### src/hdl/assert_macros.svh
// Assertion macros used by the top-level RTL file of the Ising sweep unit.
`ifndef ASSERT_MACROS_SVH
`define ASSERT_MACROS_SVH

// Same-cycle implication, checked on every rising edge outside reset.
`define ASSERT_IMPLY(label, clk, rst_n, cond, prop, msg) \
  label: assert property (@(posedge clk) disable iff (!rst_n) (cond) |-> (prop)) \
    else $error(msg);

// Next-cycle implication, checked on every rising edge outside reset.
`define ASSERT_NEXT(label, clk, rst_n, cond, prop, msg) \
  label: assert property (@(posedge clk) disable iff (!rst_n) (cond) |=> (prop)) \
    else $error(msg);

`endif

### src/hdl/isms_pkg.sv
// Package with the constants and types of the Ising sweep unit.
package isms_pkg;

  // Default lattice side length.
  localparam int unsigned LatticeSideDef = 16;

  // Widths of the data fields.
  localparam int unsigned ProbW   = 16;
  localparam int unsigned RowW    = 4;
  localparam int unsigned ColW    = 4;
  localparam int unsigned EnergyW = 11;
  localparam int unsigned MagnetW = 10;
  localparam int unsigned AcceptW = 9;
  localparam int unsigned CfgIdxW = 1;

  // Configuration register indexes.
  localparam logic [CfgIdxW-1:0] RegProbFour  = 1'b0;
  localparam logic [CfgIdxW-1:0] RegProbEight = 1'b1;

  // Configuration reset values.
  localparam logic [ProbW-1:0] ProbFourRst  = 16'd1200;
  localparam logic [ProbW-1:0] ProbEightRst = 16'd22;

  // Neighbor spins of the site under update.
  typedef struct packed {
    logic north;
    logic south;
    logic west;
    logic east;
  } nbr_t;

  // Metropolis decision handed from the update logic to the top level.
  typedef struct packed {
    logic               flip;
    logic [EnergyW-1:0] energy_delta;
    logic [MagnetW-1:0] magnet_delta;
  } decision_t;

endpackage

### src/hdl/isms_cell.sv
// One spin cell of the rotating lattice ring.
module isms_cell (
  input  logic clk_i,
  input  logic rst_ni,
  input  logic shift_i,
  input  logic spin_i,
  output logic spin_o
);

  logic spin_q;
  logic spin_d;

  // Take the neighbor's spin when the ring advances.
  assign spin_d = shift_i ? spin_i : spin_q;

  // Every spin starts at +1.
  always_ff @(posedge clk_i or negedge rst_ni) begin
    if (!rst_ni) begin
      spin_q <= 1'b1;
    end else begin
      spin_q <= spin_d;
    end
  end

  assign spin_o = spin_q;

endmodule

### src/hdl/isms_update.sv
// Metropolis acceptance logic for the site under update.
module isms_update (
  input  logic                          center_i,
  input  isms_pkg::nbr_t                nbr_i,
  input  logic [isms_pkg::ProbW-1:0]    random_value_i,
  input  logic [isms_pkg::ProbW-1:0]    prob_four_i,
  input  logic [isms_pkg::ProbW-1:0]    prob_eight_i,
  output isms_pkg::decision_t           decision_o
);

  logic [3:0] same;
  logic [2:0] n_same;
  logic       flip;

  // Count neighbors that share the center spin; dE = 4 * n_same - 8.
  assign same   = ~({nbr_i.north, nbr_i.south, nbr_i.west, nbr_i.east} ^ {4{center_i}});
  assign n_same = {2'b00, same[0]} + {2'b00, same[1]} + {2'b00, same[2]} + {2'b00, same[3]};

  // Accept when dE is not positive, else compare against the threshold.
  always_comb begin
    case (n_same)
      3'd0, 3'd1, 3'd2: flip = 1'b1;
      3'd3:             flip = random_value_i < prob_four_i;
      3'd4:             flip = random_value_i < prob_eight_i;
      default:          flip = 1'b0;
    endcase
  end

  // Energy step and magnetization step of a flip.
  assign decision_o.flip         = flip;
  assign decision_o.energy_delta = {(isms_pkg::EnergyW - 5)'(0), n_same, 2'b00}
                                   - isms_pkg::EnergyW'(8);
  assign decision_o.magnet_delta = center_i ? -isms_pkg::MagnetW'(2)
                                            : isms_pkg::MagnetW'(2);

endmodule

### src/hdl/ising_metropolis_sweep_unit.sv
// Top level of the Ising lattice Metropolis sweep unit.
// The lattice is a ring of one-spin cells that rotates by one cell for every
// accepted item, so the site under update always sits in cell 0 and its four
// neighbors sit at fixed taps of the ring. An item is accepted in every cycle
// in which the output register is empty or being emptied, and its result
// appears in the output register in the next cycle: one item per cycle, as
// the ring rotates and updates as each item is accepted. After reset all
// spins are +1 and the unit is ready at once; no clearing pass is needed.
`include "assert_macros.svh"

module ising_metropolis_sweep_unit #(
  parameter int unsigned LATTICE_SIDE = isms_pkg::LatticeSideDef
) (
  input  logic                                clk_i,
  input  logic                                rst_ni,
  // Configuration write port
  input  logic                                cfg_we_i,
  input  logic [isms_pkg::CfgIdxW-1:0]        cfg_index_i,
  input  logic [isms_pkg::ProbW-1:0]          cfg_data_i,
  // Input channel
  input  logic                                in_valid_i,
  output logic                                in_ready_o,
  input  logic [isms_pkg::ProbW-1:0]          random_value_i,
  // Output channel
  output logic                                out_valid_o,
  input  logic                                out_ready_i,
  output logic [isms_pkg::RowW-1:0]           site_row_o,
  output logic [isms_pkg::ColW-1:0]           site_col_o,
  output logic                                flipped_o,
  output logic signed [isms_pkg::EnergyW-1:0] total_energy_o,
  output logic signed [isms_pkg::MagnetW-1:0] total_magnet_o,
  output logic [isms_pkg::AcceptW-1:0]        sweep_accepts_o,
  output logic                                sweep_end_o
);

  localparam int unsigned SiteCount = LATTICE_SIDE * LATTICE_SIDE;
  localparam int unsigned PosW      = $clog2(LATTICE_SIDE);
  localparam logic [PosW-1:0] PosLast = PosW'(LATTICE_SIDE - 1);

  // Fixed taps of the ring relative to the current site.
  localparam int unsigned TapEast     = 1;
  localparam int unsigned TapEastWrap = SiteCount - LATTICE_SIDE + 1;
  localparam int unsigned TapWest     = SiteCount - 1;
  localparam int unsigned TapWestWrap = LATTICE_SIDE - 1;
  localparam int unsigned TapSouth    = LATTICE_SIDE;
  localparam int unsigned TapNorth    = SiteCount - LATTICE_SIDE;

  logic [SiteCount-1:0] ring;
  logic                 new_spin;
  logic                 in_fire;

  logic [isms_pkg::ProbW-1:0]   prob_four_q, prob_eight_q;
  logic [PosW-1:0]              row_q, row_d, col_q, col_d;
  logic [isms_pkg::EnergyW-1:0] energy_q, energy_d;
  logic [isms_pkg::MagnetW-1:0] magnet_q, magnet_d;
  logic [isms_pkg::AcceptW-1:0] accepts_q, accepts_d, accepts_base;
  logic                         col_last, row_last, sweep_first, sweep_last;
  logic                         out_valid_q;

  isms_pkg::nbr_t      nbr;
  isms_pkg::decision_t decision;

  // Handshake: take an item whenever the output register can be refilled.
  assign in_ready_o = !out_valid_q || out_ready_i;
  assign in_fire    = in_valid_i && in_ready_o;

  // Configuration registers.
  always_ff @(posedge clk_i or negedge rst_ni) begin
    if (!rst_ni) begin
      prob_four_q  <= isms_pkg::ProbFourRst;
      prob_eight_q <= isms_pkg::ProbEightRst;
    end else if (cfg_we_i) begin
      case (cfg_index_i)
        isms_pkg::RegProbFour:  prob_four_q  <= cfg_data_i;
        isms_pkg::RegProbEight: prob_eight_q <= cfg_data_i;
        default: ;
      endcase
    end
  end

  // Ring of spin cells; the updated center spin re-enters at the far end.
  assign new_spin = ring[0] ^ decision.flip;

  for (genvar k = 0; k < SiteCount; k++) begin : g_cell
    logic spin_in;
    if (k == SiteCount - 1) begin : g_tail
      assign spin_in = new_spin;
    end else begin : g_body
      assign spin_in = ring[k+1];
    end
    isms_cell u_cell (
      .clk_i   (clk_i),
      .rst_ni  (rst_ni),
      .shift_i (in_fire),
      .spin_i  (spin_in),
      .spin_o  (ring[k])
    );
  end

  // Site position within the sweep.
  assign col_last    = col_q == PosLast;
  assign row_last    = row_q == PosLast;
  assign sweep_first = (row_q == '0) && (col_q == '0);
  assign sweep_last  = row_last && col_last;

  // Neighbor taps, with periodic wrap at the row ends.
  assign nbr.north = ring[TapNorth];
  assign nbr.south = ring[TapSouth];
  assign nbr.west  = (col_q == '0) ? ring[TapWestWrap] : ring[TapWest];
  assign nbr.east  = col_last ? ring[TapEastWrap] : ring[TapEast];

  isms_update u_update (
    .center_i       (ring[0]),
    .nbr_i          (nbr),
    .random_value_i (random_value_i),
    .prob_four_i    (prob_four_q),
    .prob_eight_i   (prob_eight_q),
    .decision_o     (decision)
  );

  // Next values of the position and the running sums.
  always_comb begin
    col_d        = col_last ? '0 : col_q + PosW'(1);
    row_d        = col_last ? (row_last ? '0 : row_q + PosW'(1)) : row_q;
    accepts_base = sweep_first ? '0 : accepts_q;
    accepts_d    = accepts_base + isms_pkg::AcceptW'(decision.flip);
    energy_d     = decision.flip ? energy_q + decision.energy_delta : energy_q;
    magnet_d     = decision.flip ? magnet_q + decision.magnet_delta : magnet_q;
  end

  // Sweep state registers.
  always_ff @(posedge clk_i or negedge rst_ni) begin
    if (!rst_ni) begin
      row_q     <= '0;
      col_q     <= '0;
      accepts_q <= '0;
      energy_q  <= isms_pkg::EnergyW'(-2 * longint'(SiteCount));
      magnet_q  <= isms_pkg::MagnetW'(SiteCount);
    end else if (in_fire) begin
      row_q     <= row_d;
      col_q     <= col_d;
      accepts_q <= accepts_d;
      energy_q  <= energy_d;
      magnet_q  <= magnet_d;
    end
  end

  // Output register valid flag.
  always_ff @(posedge clk_i or negedge rst_ni) begin
    if (!rst_ni) begin
      out_valid_q <= 1'b0;
    end else if (in_fire) begin
      out_valid_q <= 1'b1;
    end else if (out_ready_i) begin
      out_valid_q <= 1'b0;
    end
  end

  // Output payload register.
  always_ff @(posedge clk_i) begin
    if (in_fire) begin
      site_row_o      <= isms_pkg::RowW'(32'(row_q));
      site_col_o      <= isms_pkg::ColW'(32'(col_q));
      flipped_o       <= decision.flip;
      total_energy_o  <= energy_d;
      total_magnet_o  <= magnet_d;
      sweep_accepts_o <= accepts_d;
      sweep_end_o     <= sweep_last;
    end
  end

  assign out_valid_o = out_valid_q;

  // A flip always changes the magnetization, which moves by two.
  `ASSERT_NEXT(a_flip_moves_magnet, clk_i, rst_ni, in_fire && decision.flip,
               magnet_q != $past(magnet_q), "flip left magnetization unchanged")

  // A rejected step leaves the energy alone.
  `ASSERT_NEXT(a_reject_keeps_energy, clk_i, rst_ni, in_fire && !decision.flip,
               energy_q == $past(energy_q), "rejected step changed energy")

  // The result register reports the flag computed for the accepted item.
  `ASSERT_NEXT(a_result_flag, clk_i, rst_ni, in_fire,
               out_valid_o && (flipped_o == $past(decision.flip)), "result flag mismatch")

  // The column never leaves the lattice.
  `ASSERT_IMPLY(a_col_range, clk_i, rst_ni, 1'b1, col_q <= PosLast, "column out of range")

endmodule

### config.mk
export PLATFORM = sky130hd
export DESIGN_NAME = ising_metropolis_sweep_unit
export DESIGN_NICKNAME = d
export VERILOG_FILES = /design/src/hdl/isms_pkg.sv /design/src/hdl/isms_cell.sv /design/src/hdl/isms_update.sv /design/src/hdl/ising_metropolis_sweep_unit.sv
export VERILOG_INCLUDE_DIRS = /design/src /design/src/hdl
export SDC_FILE = /design/constraint.sdc
export NUM_CORES = 1
export LEC_CHECK = 0
export BUFFER_PORTS_ARGS = -buffer_cell sky130_fd_sc_hd__buf_2
export CORE_UTILIZATION = 35
export CTS_CLUSTER_SIZE = 28
export DETAILED_ROUTE_END_ITERATION = 12
export SYNTH_ARGS = -nofsm -noshare
export SYNTH_HDL_FRONTEND = slang
export SYNTH_SLANG_ARGS = --single-unit
### constraint.sdc
create_clock -name clk_i -period 5.8 [get_ports clk_i]
set_input_delay 0.87 -clock clk_i [delete_from_list [all_inputs] [get_ports clk_i]]
set_output_delay 0.87 -clock clk_i [all_outputs]
set_load 0.05 [all_outputs]
== Word level (Yosys, flattened, before mapping) ==
Cells that the tools add are included.

* Bits in registers: 367
* Latch bits: 0
* Memory bits (writable): 0
* Memory bits (read-only): 0
* Output and inout bits: 42
* Logic and storage cells: 316
* Memories: 0

* $add $sub $neg: 9
* Multipliers: 0
* Divide/modulo/power cells: 0
* Magnitude comparators: 2
* Equal/unequal tests: 6
* Shifts and indexed selects: 0
* Multiplexer cells: 11
* Bitwise operators: 4
* Reductions and logical operators: 13

{| class="wikitable"
|+ Operator list
! cell !! count
|-
| $lt A16 B16 Y1 || 2
|-
| $mux W10 || 2
|-
| $add A11 B11 Y11 || 1
|-
| $mux W11 || 1
|-
| $add A10 B10 Y10 || 1
|-
| $add A9 B1 Y9 || 1
|-
| $mux W9 || 1
|-
| $add A4 B1 Y4 const B || 2
|-
| $eq A4 B4 Y1 const B || 2
|-
| $logic_not A4 Y1 || 2
|-
| $mux W4 || 2
|-
| $add A3 B1 Y3 || 2
|-
| $eq A3 B2 Y1 const B || 2
|-
| $reduce_and A2 Y1 || 3
|-
| $sub A5 B4 Y6 const B || 1
|-
| $mux W1 || 4
|-
| $not A4 Y4 || 1
|-
| $xor A4 B4 Y4 || 1
|-
| $eq A3 B1 Y1 const B || 1
|-
| $eq A3 B3 Y1 const B || 1
|-
| $logic_and A1 B1 Y1 || 3
|-
| $logic_not A3 Y1 || 1
|-
| $pmux W1 S3 || 1
|-
| $reduce_or A3 Y1 || 1
|-
| other kinds (6) || 6
|}

== Depth between registers and ports, before layout ==
Gate-level depths: netlist (run 1).

* Depth in word-level cells: 11
* Mapped depth: 24
* Gate-level depth less buffers: 22

== By module ==
From an unflattened synthesis (run 1), not the netlist that was laid out.

* Cell total of the unflattened synthesis: 1130
* Area total of the unflattened synthesis: 17212.8 um^2

{| class="wikitable"
|+ Modules (own cells, without submodules)
! module !! instances !! cells each !! area each (um^2) !! seq. area each (um^2)
|-
| isms_cell || 256 || 2 || 41.3 || 26.3
|-
| ising_metropolis_sweep_unit || 1 || 477 || 5605.4 || 2990.4
|-
| isms_update || 1 || 141 || 1037.2 || 0.0
|}

== Worst setup path before layout (run 1) ==
No wires, ideal clock.

* Path type: flip-flop to flip-flop
* Start point: register col_q[0]
* End point: register accepts_q[6] (netlist bit)
* Arrival time: 4.442 ns
* Data required time: 5.729 ns
* Path slack: 1.287 ns
* Stages on the path, launching flop included: 25
* Path buffers: 2
* Clock period less this slack: 4.513 ns
* Path through: dfrtp_1 > inv_1 > ha_1 > nor3b_1 > mux2i_1 > xnor2_1 > ha_1 > fa_1 > inv_1 > ha_1 > nor2b_1 > nor3b_1 > o211ai_1 > a211o_1 > buf_6 > nand3_2 > buf_4 > ha_1 > ha_1 > and3_1 > nand3_1 > xor2_1 > nor2_1 > nand2_1 > nand2_1

* Cells in the longest elaborated chain, start to end: 11

{| class="wikitable"
|+ RTL lines
! element !! RTL line !! text
|-
| start: declaration || ising_metropolis_sweep_unit.sv:53 || <nowiki>logic [PosW-1:0] row_q, row_d, col_q, col_d;</nowiki>
|-
| start signal: assignment || ising_metropolis_sweep_unit.sv:141 || <nowiki>col_q <= col_d;</nowiki>
|-
| $eq A4 B4 Y1 or $logic_not A4 Y1 (tied branches) || ising_metropolis_sweep_unit.sv:101, ising_metropolis_sweep_unit.sv:109 ||
|-
| $mux W1, on equally long branches || ising_metropolis_sweep_unit.sv:110, ising_metropolis_sweep_unit.sv:109 ||
|-
| $xor A4 B4 Y4 (*) || isms_update.sv:16 || <nowiki>assign same = ~({nbr_i.north, nbr_i.south, nbr_i.west, nbr_i.east} ^ {4{center_i}});</nowiki>
|-
| $not A4 Y4 (*) || isms_update.sv:16 ||
|-
| $add A1 B1 Y2 (*) || isms_update.sv:17 || <nowiki>assign n_same = {2'b00, same[0]} + {2'b00, same[1]} + {2'b00, same[2]} + {2'b00, same[3]};</nowiki>
|-
| $add A3 B1 Y3 (*) (2 in a row) || isms_update.sv:17 ||
|-
| $eq A3 B1 Y1 (tied with other cells) || isms_update.sv:21 || <nowiki>case (n_same)</nowiki>
|-
| $reduce_or A3 Y1 || isms_update.sv:21 ||
|-
| $pmux W1 S3 (*) || isms_update.sv:21 ||
|-
| net u_update.flip || isms_update.sv:13 || <nowiki>logic flip;</nowiki>
|-
| $add A9 B1 Y9 (*) || ising_metropolis_sweep_unit.sv:126 || <nowiki>accepts_d = accepts_base + isms_pkg::AcceptW'(decision.flip);</nowiki>
|-
| net accepts_d (one bit) || ising_metropolis_sweep_unit.sv:56 || <nowiki>logic [isms_pkg::AcceptW-1:0] accepts_q, accepts_d, accepts_base;</nowiki>
|-
| end signal: assignment || ising_metropolis_sweep_unit.sv:142 || <nowiki>accepts_q <= accepts_d;</nowiki>
|-
| end: declaration || ising_metropolis_sweep_unit.sv:56 ||
|}

The timed path passes the listed nets; every way through them passes the cells marked *.
A chain may end at the register's enable or synchronous reset.

== Final worst setup path (run 1) ==
* Start point: register col_q[0]
* End point: register accepts_q[6] (netlist bit)

* Cells in the longest elaborated chain, start to end: 11

{| class="wikitable"
|+ RTL lines
! element !! RTL line
|-
| $eq A4 B4 Y1 or $logic_not A4 Y1 (tied branches) || ising_metropolis_sweep_unit.sv:101, ising_metropolis_sweep_unit.sv:103, ising_metropolis_sweep_unit.sv:109
|-
| $mux W1, on equally long branches || ising_metropolis_sweep_unit.sv:110, ising_metropolis_sweep_unit.sv:109
|-
| $xor A4 B4 Y4 || isms_update.sv:16
|-
| $not A4 Y4 || isms_update.sv:16
|-
| $add A1 B1 Y2 || isms_update.sv:17
|-
| $add A3 B1 Y3 (2 in a row) || isms_update.sv:17
|-
| $eq A3 B1 Y1 (tied with other cells) || isms_update.sv:21
|-
| $reduce_or A3 Y1 || isms_update.sv:21
|-
| $pmux W1 S3 || isms_update.sv:21
|-
| $add A9 B1 Y9 (*) || ising_metropolis_sweep_unit.sv:126
|-
| net accepts_d (one bit) || ising_metropolis_sweep_unit.sv:56
|}

Marks and branches as above.

==> results of run 1 <==
-- worst min-delay path by stage --
stage                                           from                                    end  slack, ns  cells after the start
2_1_floorplan  g_cell[101].u_cell.spin_o$_DFFE_PN1P_  g_cell[100].u_cell.spin_o$_DFFE_PN1P_       0.43                      2
3_3_place_gp   g_cell[120].u_cell.spin_o$_DFFE_PN1P_  g_cell[119].u_cell.spin_o$_DFFE_PN1P_       0.44                      2
3_5_place_dp   g_cell[195].u_cell.spin_o$_DFFE_PN1P_  g_cell[194].u_cell.spin_o$_DFFE_PN1P_       0.44                      2
4_1_cts        g_cell[115].u_cell.spin_o$_DFFE_PN1P_  g_cell[114].u_cell.spin_o$_DFFE_PN1P_       0.43                      2
5_1_grt         g_cell[99].u_cell.spin_o$_DFFE_PN1P_   g_cell[98].u_cell.spin_o$_DFFE_PN1P_       0.46                      2
6_report       g_cell[115].u_cell.spin_o$_DFFE_PN1P_  g_cell[114].u_cell.spin_o$_DFFE_PN1P_       0.43                      2
-- power groups by stage --
stage	Combinational [mW]	Sequential (mW)	Clock [mW]
after global placement	1.54	3.09	0
final	1.56	3.06	2.46
after floorplan	0.991	3.33	0
after detailed placement	1.58	3.09	0
after global routing	1.74	3.09	2.66
after CTS	1.59	3.06	2.56
-- state kept, by name, summed over array words and instances (netlist names) --
| name | flops |
|---|---|
| site_row_o | 4 |
| site_col_o | 4 |
| prob_eight_q | 16 |
| row_q | 4 |
| accepts_q | 9 |
| total_magnet_o | 9 |
| energy_q | 9 |
| out_valid_o | 1 |
| prob_four_q | 16 |
| magnet_q | 9 |
| col_q | 4 |
| g_cell.u_cell.spin_o | 256 |
| flipped_o | 1 |
| sweep_end_o | 1 |
| total_energy_o | 9 |
| sweep_accepts_o | 9 |
-- layout by cell type, fill, tap and decap left out, types with 3 or more instances in the layout --
cell and count:
nand2_1 823, dfstp_2 266, buf_2 75, dfrtp_1 58, ha_1 56, inv_1 43, clkbuf_16 42, edfxtp_1 37
mux2_2 36, o21ai_0 29, xnor2_1 23, nor2_1 22, a21oi_1 16, nand3_1 11, clkinv_2 11, xor2_1 10
clkbuf_8 9, buf_4 9, mux2_4 8, clkbuf_1 8, nor3_1 6, nor2b_1 6, a31oi_1 5, a211oi_1 4
mux2i_1 4, and3_1 4, nand2b_1 4, nand4_1 4, o2111ai_1 3, a21o_1 3, o41ai_1 3, fa_1 3
conb_1 3
-- area by class of cell --
type	count	area, um^2
clock buffers	59	1200
diodes	1	2.50
well taps	592	741
repair buffers	86	478
flip-flops and latches	361	9550
inverters	45	176
multi-input cells	1112	5600
fillers	4345	26300
clock inverters	14	87.6
-- layer usage --
layer	vias up	wire [um]	global-route usage
met5	-	0	0
met4	0	774	0.0537
met3	52	958	0.0225
met2	113	12500	0.208
met1	4815	13100	0.175
li1	5120	-	-
-- worst register-to-register path, stage by stage, from the launching register on --
cell and delay (ns):
dfrtp_1 0.41, inv_1 0.10, ha_1 0.14, nor3b_1 0.31, mux2i_1 0.27, xnor2_1 0.14
ha_1 0.26, fa_1 0.44, inv_1 0.11, ha_1 0.28, nor2b_1 0.17, nor3b_1 0.21
o211ai_1 0.11, a211o_1 0.41, nand3_2 0.45, ha_1 0.27, ha_1 0.18, and3_1 0.23
nand3_1 0.11, xor2_1 0.15, nor2_1 0.12, nand2_1 0.07, nand2_1 0.08
-- per-stage QoR --
step | hold WS (ns) | setup WS, ns | area, um^2 | power [mW]
final | 0.429 | 0.687 | 17800 | 7.08
after global routing | 0.458 | 0.177 | 17800 | 7.49
after CTS | 0.434 | 0.629 | 17800 | 7.21
after detailed placement | 0.441 | 0.675 | 16500 | 4.68
after global placement | 0.439 | 0.790 | 16500 | 4.64
after floorplan | 0.435 | 1.29 | 15600 | 4.33
-- kinds of logic (layout without fill, tap and decap cells) --
kind of cell	Yosys count	after routing	share of synthesized area
XOR/XNOR	33	33	0.0185
AND/OR/NAND/NOR	888	888	0.219
adder cells (fa/ha/maj)	59	59	0.0487
other	1	4	0.000240
AO/OA/AOI/OAI	80	80	0.0340
flip-flops	361	361	0.612
buffers and inverters	115	204	0.0301
multiplexers	49	49	0.0370
==> key figures, run 1 <==
Run status
  – Status: finished, final reports clean

Floorplan
  – Die ar.: 45400 um^2
  – Standard-cell rows: 77
  – Top Ports: 80
  – Starting Density: 0.354
  – Die width: 213 um
  – Core area: 44100 um^2
  – Die H: 213 um

Clock network
  – Largest buffer count on any clock path: 3
  – CTS Hold Bufs: 0
  – H-tree Lvls: 2
  – TritonCTS Buffers: 40
  – Clock sinks: 361
  – Cts repair resizes: 0
  – CTS tree: built
  – Post-CTS setup buffers: 0
  – Clock transition at path regs: 0.06 ns
  – Root Driver: clkbuf_16
  – Clk_lat worst skew: 0.56 ns

Flow run
  – Max_cap viols: 0

Timing
  – Number of hold violations in the final report: 0
  – Min Tclk post-route: 5.11 ns
  – Slew HR: 0.294
  – Skew final: 0.0326 ns
  – Slew @ Worst Pin: 1.06 ns
  – Max-slew violations: 0
  – Unrepaired setup endpoints after global routing: no
  – Period Utilization, post-route: 0.881
  – Setup TNS: 0 ns
  – Final setup viols: 0
  – Fmax: 0.196 GHz

Layout
  – Fin util: 0.404
  – Share of cells above drive strength 1: 0.280
  – Nets: 1743
  – Area Growth Syn to Fin: 14.3%
  – Post-Layout Cell Count: 2270

Placement
  – Placed cell count: 2196
  – Final HPWL DP: 15.8 mm
  – I/O Buffers: 76
  – Routability congestion estimate: 0.812

GRT
  – Largest net degree at the start of global routing: 177
  – Number of global-route vias before repair: 10300
  – First-pass GRT wire length: 49.1 mm
  – Total track usage: 0.130
  – Initial antenna violation count: 1
  – Remaining global-route overflow: 0

Yosys
  – Share of the synthesized area in the top cell type: 0.448
  – Post-Synthesis Cells: 1586
  – Dominant cells by area after synthesis: dfstp_2, nand2_1, dfrtp_1, edfxtp_1, ha_1
  – Synth warn: 0
  – Leading cell types by count after synthesis: nand2_1, dfstp_2, dfrtp_1
  – Top_reg_cell synth: dfstp_2
  – Average size of a mapped cell: 9.84 um^2
  – Number of synthesized flops with an enable pin: 37
  – FF+latch count, synth: 361
  – Count leader, synth: nand2_1
  – Sequential fraction of the synthesis area: 0.612
  – Synth cell types: 52
  – Post-synth top area cell: dfstp_2
  – Mapped Area: 15600 um^2
  – Synth async-reset ratio: 0.898

Routing
  – DR vias/cell: 4.45
  – Final ANT Viol Nets: 0
  – WL/cell: 12.0 um
  – # DRC: 0
  – Final wirelength: 27.3 mm
  – Routed via count: 10100
  – DR pass1 iterations: 5
  – DR iter-0 viols: 574

Power and ir drop
  – Clock Power Share: 0.348
  – Flop pwr share: 0.431
  – Logic pwr share: 0.221
  – P_sw: 2.13 mW
  – Power Dens Cells: 397 nW/um^2
  – Lkg Pwr: 8.36 nW
  – Sw frac: 0.300
  – Worst vdd ir: 0.000222 V
  – Int Power: 4.96 mW

Worst setup path
  – Worst setup path end: accepts_q[6]$_DFFE_PN0P_
  – Slowest-stage cell, CP: nand3_2
  – Worst r2r src: col_q[0]$_DFFE_PN0P_
  – Critical Path Stages: 22
  – Crit-path max FO: 18
  – Worst r2r dst: accepts_q[6]$_DFFE_PN0P_
  – Crit path max-delay family: simple AND/OR/NAND/NOR gates
  – Worst R2R Setup Slack: 0.69 ns
  – Worst R2R Path Depth: 22
  – CP arrival: 5.58 ns
  – Crit path kind: reg2reg
  – Critical path launch point type: flop
  – Crit-path max cell delay: 0.45 ns
  – Crit. End Element: flop
  – Critical Path Start: col_q[0]$_DFFE_PN0P_
  – Worst path most repeated cell: ha_1
  – Data required, critical path: 6.27 ns
  – CP Buf/Inv Count: 2
  – Crit-path cells: inv_1, ha_1, nor3b_1, mux2i_1, xnor2_1, ha_1, fa_1, inv_1, ha_1, nor2b_1, nor3b_1, o211ai_1, a211o_1, nand3_2, ha_1, ha_1, and3_1, nand3_1, xor2_1, nor2_1, nand2_1, nand2_1

Hold path
  – HP Class: reg2reg
No activity file was read; power rests on OpenSTA's default activity.
==> inputs of run 2 (changes only) <==
CORE_MARGIN = 2   (was default)
==> run 2 against run 1 <==
Die area rose by 1.9%. Sequential share of layout area rose by 0.27 points. Cell count fell by 0.35%. Critical path type unchanged. Combinational power barely moved. Largest cell class unchanged.
==> key figures, run 2 (synthesis gave the netlist of run 1 again) <==
Run status
  – Status: finished, final reports clean

Clock network
  – Cts repair resizes: 0
  – CTS Hold Bufs: 0
  – H-tree Lvls: 2
  – Post-CTS setup buffers: 0
  – Root Driver: clkbuf_16
  – CTS tree: built
  – Clock transition at path regs: 0.06 ns
  – TritonCTS Buffers: 38
  – Clk_lat worst skew: 0.53 ns
  – Largest buffer count on any clock path: 3
  – Clock sinks: 361

GRT
  – Largest net degree at the start of global routing: 257
  – Number of global-route vias before repair: 10100
  – Total track usage: 0.118
  – Initial antenna violation count: 0
  – Remaining global-route overflow: 0
  – First-pass GRT wire length: 47.1 mm

Layout
  – FILL cells: 4364
  – Share of cells above drive strength 1: 0.272
  – Sequential Area: 9550 um^2
  – Most common cell after layout, fill and taps aside: nand2_1
  – Max FFs per register: 256
  – Most frequent cells in the layout: nand2_1, dfstp_2, buf_2, dfrtp_1, ha_1
  – Area Growth Syn to Fin: 13.7%
  – Post-Layout Cell Count: 2262
  – Antenna Cells: 0
  – Nets: 1737
  – Area of the multi-input gates: 5600 um^2

Timing
  – Number of hold violations in the final report: 0
  – Slew HR: 0.253
  – Setup TNS: 0 ns
  – Slew @ Worst Pin: 1.12 ns
  – Fmax: 0.196 GHz
  – Unrepaired setup endpoints after global routing: no
  – Max-slew violations: 0
  – Final setup viols: 0
  – Min Tclk post-route: 5.10 ns
  – Skew final: 0.0136 ns
  – Period Utilization, post-route: 0.880

Hold path
  – Worst Hold Depth: 2
  – HP Class: reg2reg
  – Hold wc startpoint: g_cell[106].u_cell.spin_o$_DFFE_PN1P_

Routing
  – Final ANT Viol Nets: 0
  – DR pass1 iterations: 5
  – Final wirelength: 26.8 mm
  – # DRC: 0
  – Routed via count: 10100
  – WL/cell: 11.8 um
  – DR iter-0 viols: 698
  – DR vias/cell: 4.45

Floorplan
  – Die width: 215 um
  – Standard-cell rows: 77
  – Core area: 44100 um^2
  – Die H: 215 um
  – Top Ports: 80
  – Die ar.: 46300 um^2
  – Starting Density: 0.354

Placement
  – I/O Buffers: 76
  – Final HPWL DP: 15.1 mm
  – Routability congestion estimate: 0.816
  – Placed cell count: 2192

Worst setup path
  – Crit. End Element: flop
  – Critical path launch point type: flop
  – CP arrival: 5.57 ns
  – Worst R2R Setup Slack: 0.70 ns
  – Critical Path Start: col_q[0]$_DFFE_PN0P_
  – Crit path kind: reg2reg
  – Worst R2R Path Depth: 22
  – Worst r2r src: col_q[0]$_DFFE_PN0P_
  – Crit-path max FO: 18
  – Data required, critical path: 6.27 ns

Power and ir drop
  – Lkg Pwr: 8.30 nW
  – Worst vdd ir: 0.000215 V
  – Power Dens Cells: 393 nW/um^2

Flow run
  – Max_cap viols: 0
## run 2: through the flow
stage	cell area, um^2	hold slack, ns	worst slack (ns)	power [mW]	util
floorplan	15600	0.435	1.29	4.33	-
global placement	16500	0.439	0.773	4.64	0.375
detailed placement	16500	0.441	0.647	4.67	0.375
CTS	17800	0.438	0.618	7.10	0.402
global route	17800	0.455	0.241	7.37	0.402
finish	17800	0.440	0.696	6.98	0.402
## run 2: report_power, final
group          switching (mW)  internal [mW]
logic                   0.962          0.597
clock network           0.973           1.39
registers               0.146           2.91
## run 2: final timing paths
path / endpoint
worst max-delay path: accepts_q[6]$_DFFE_PN0P_
worst min-delay path: g_cell[105].u_cell.spin_o$_DFFE_PN1P_
worst max register to register: accepts_q[6]$_DFFE_PN0P_
worst min register to register: g_cell[105].u_cell.spin_o$_DFFE_PN1P_
max in group asynchronous: accepts_q[0]$_DFFE_PN0P_
min in group asynchronous: prob_four_q[0]$_DFFE_PN0P_
## run 2: layer usage
metal | up-vias | share of wire | wire, um | global-route usage
met5 | - | 0 | 0 | 0
met4 | 0 | 0.020 | 537 | 0.0370
met3 | 42 | 0.036 | 969 | 0.0236
met2 | 105 | 0.45 | 12100 | 0.189
met1 | 4814 | 0.49 | 13200 | 0.163
li1 | 5105 | - | - | -
## run 2: worst max-delay path: stages, from the launching register on
cell and delay, ns:
dfrtp_1 0.41, inv_1 0.10, ha_1 0.14, nor3b_1 0.32, mux2i_1 0.26, xnor2_1 0.14, ha_1 0.26, fa_1 0.44
inv_1 0.10, ha_1 0.28, nor2b_1 0.16, nor3b_1 0.21, o211ai_1 0.11, a211o_1 0.42, nand3_2 0.45, ha_1 0.26
ha_1 0.18, and3_1 0.24, nand3_1 0.11, xor2_1 0.15, nor2_1 0.12, nand2_1 0.07, nand2_1 0.09
## run 2: layout make-up
type,instances,area share
clock buffer,60,0.0641
clock inverter,10,0.00409
multi-input combinational,1112,0.316
timing repair buffer,82,0.0266
inverter,45,0.00994
tap,592,0.0417
sequential,361,0.538
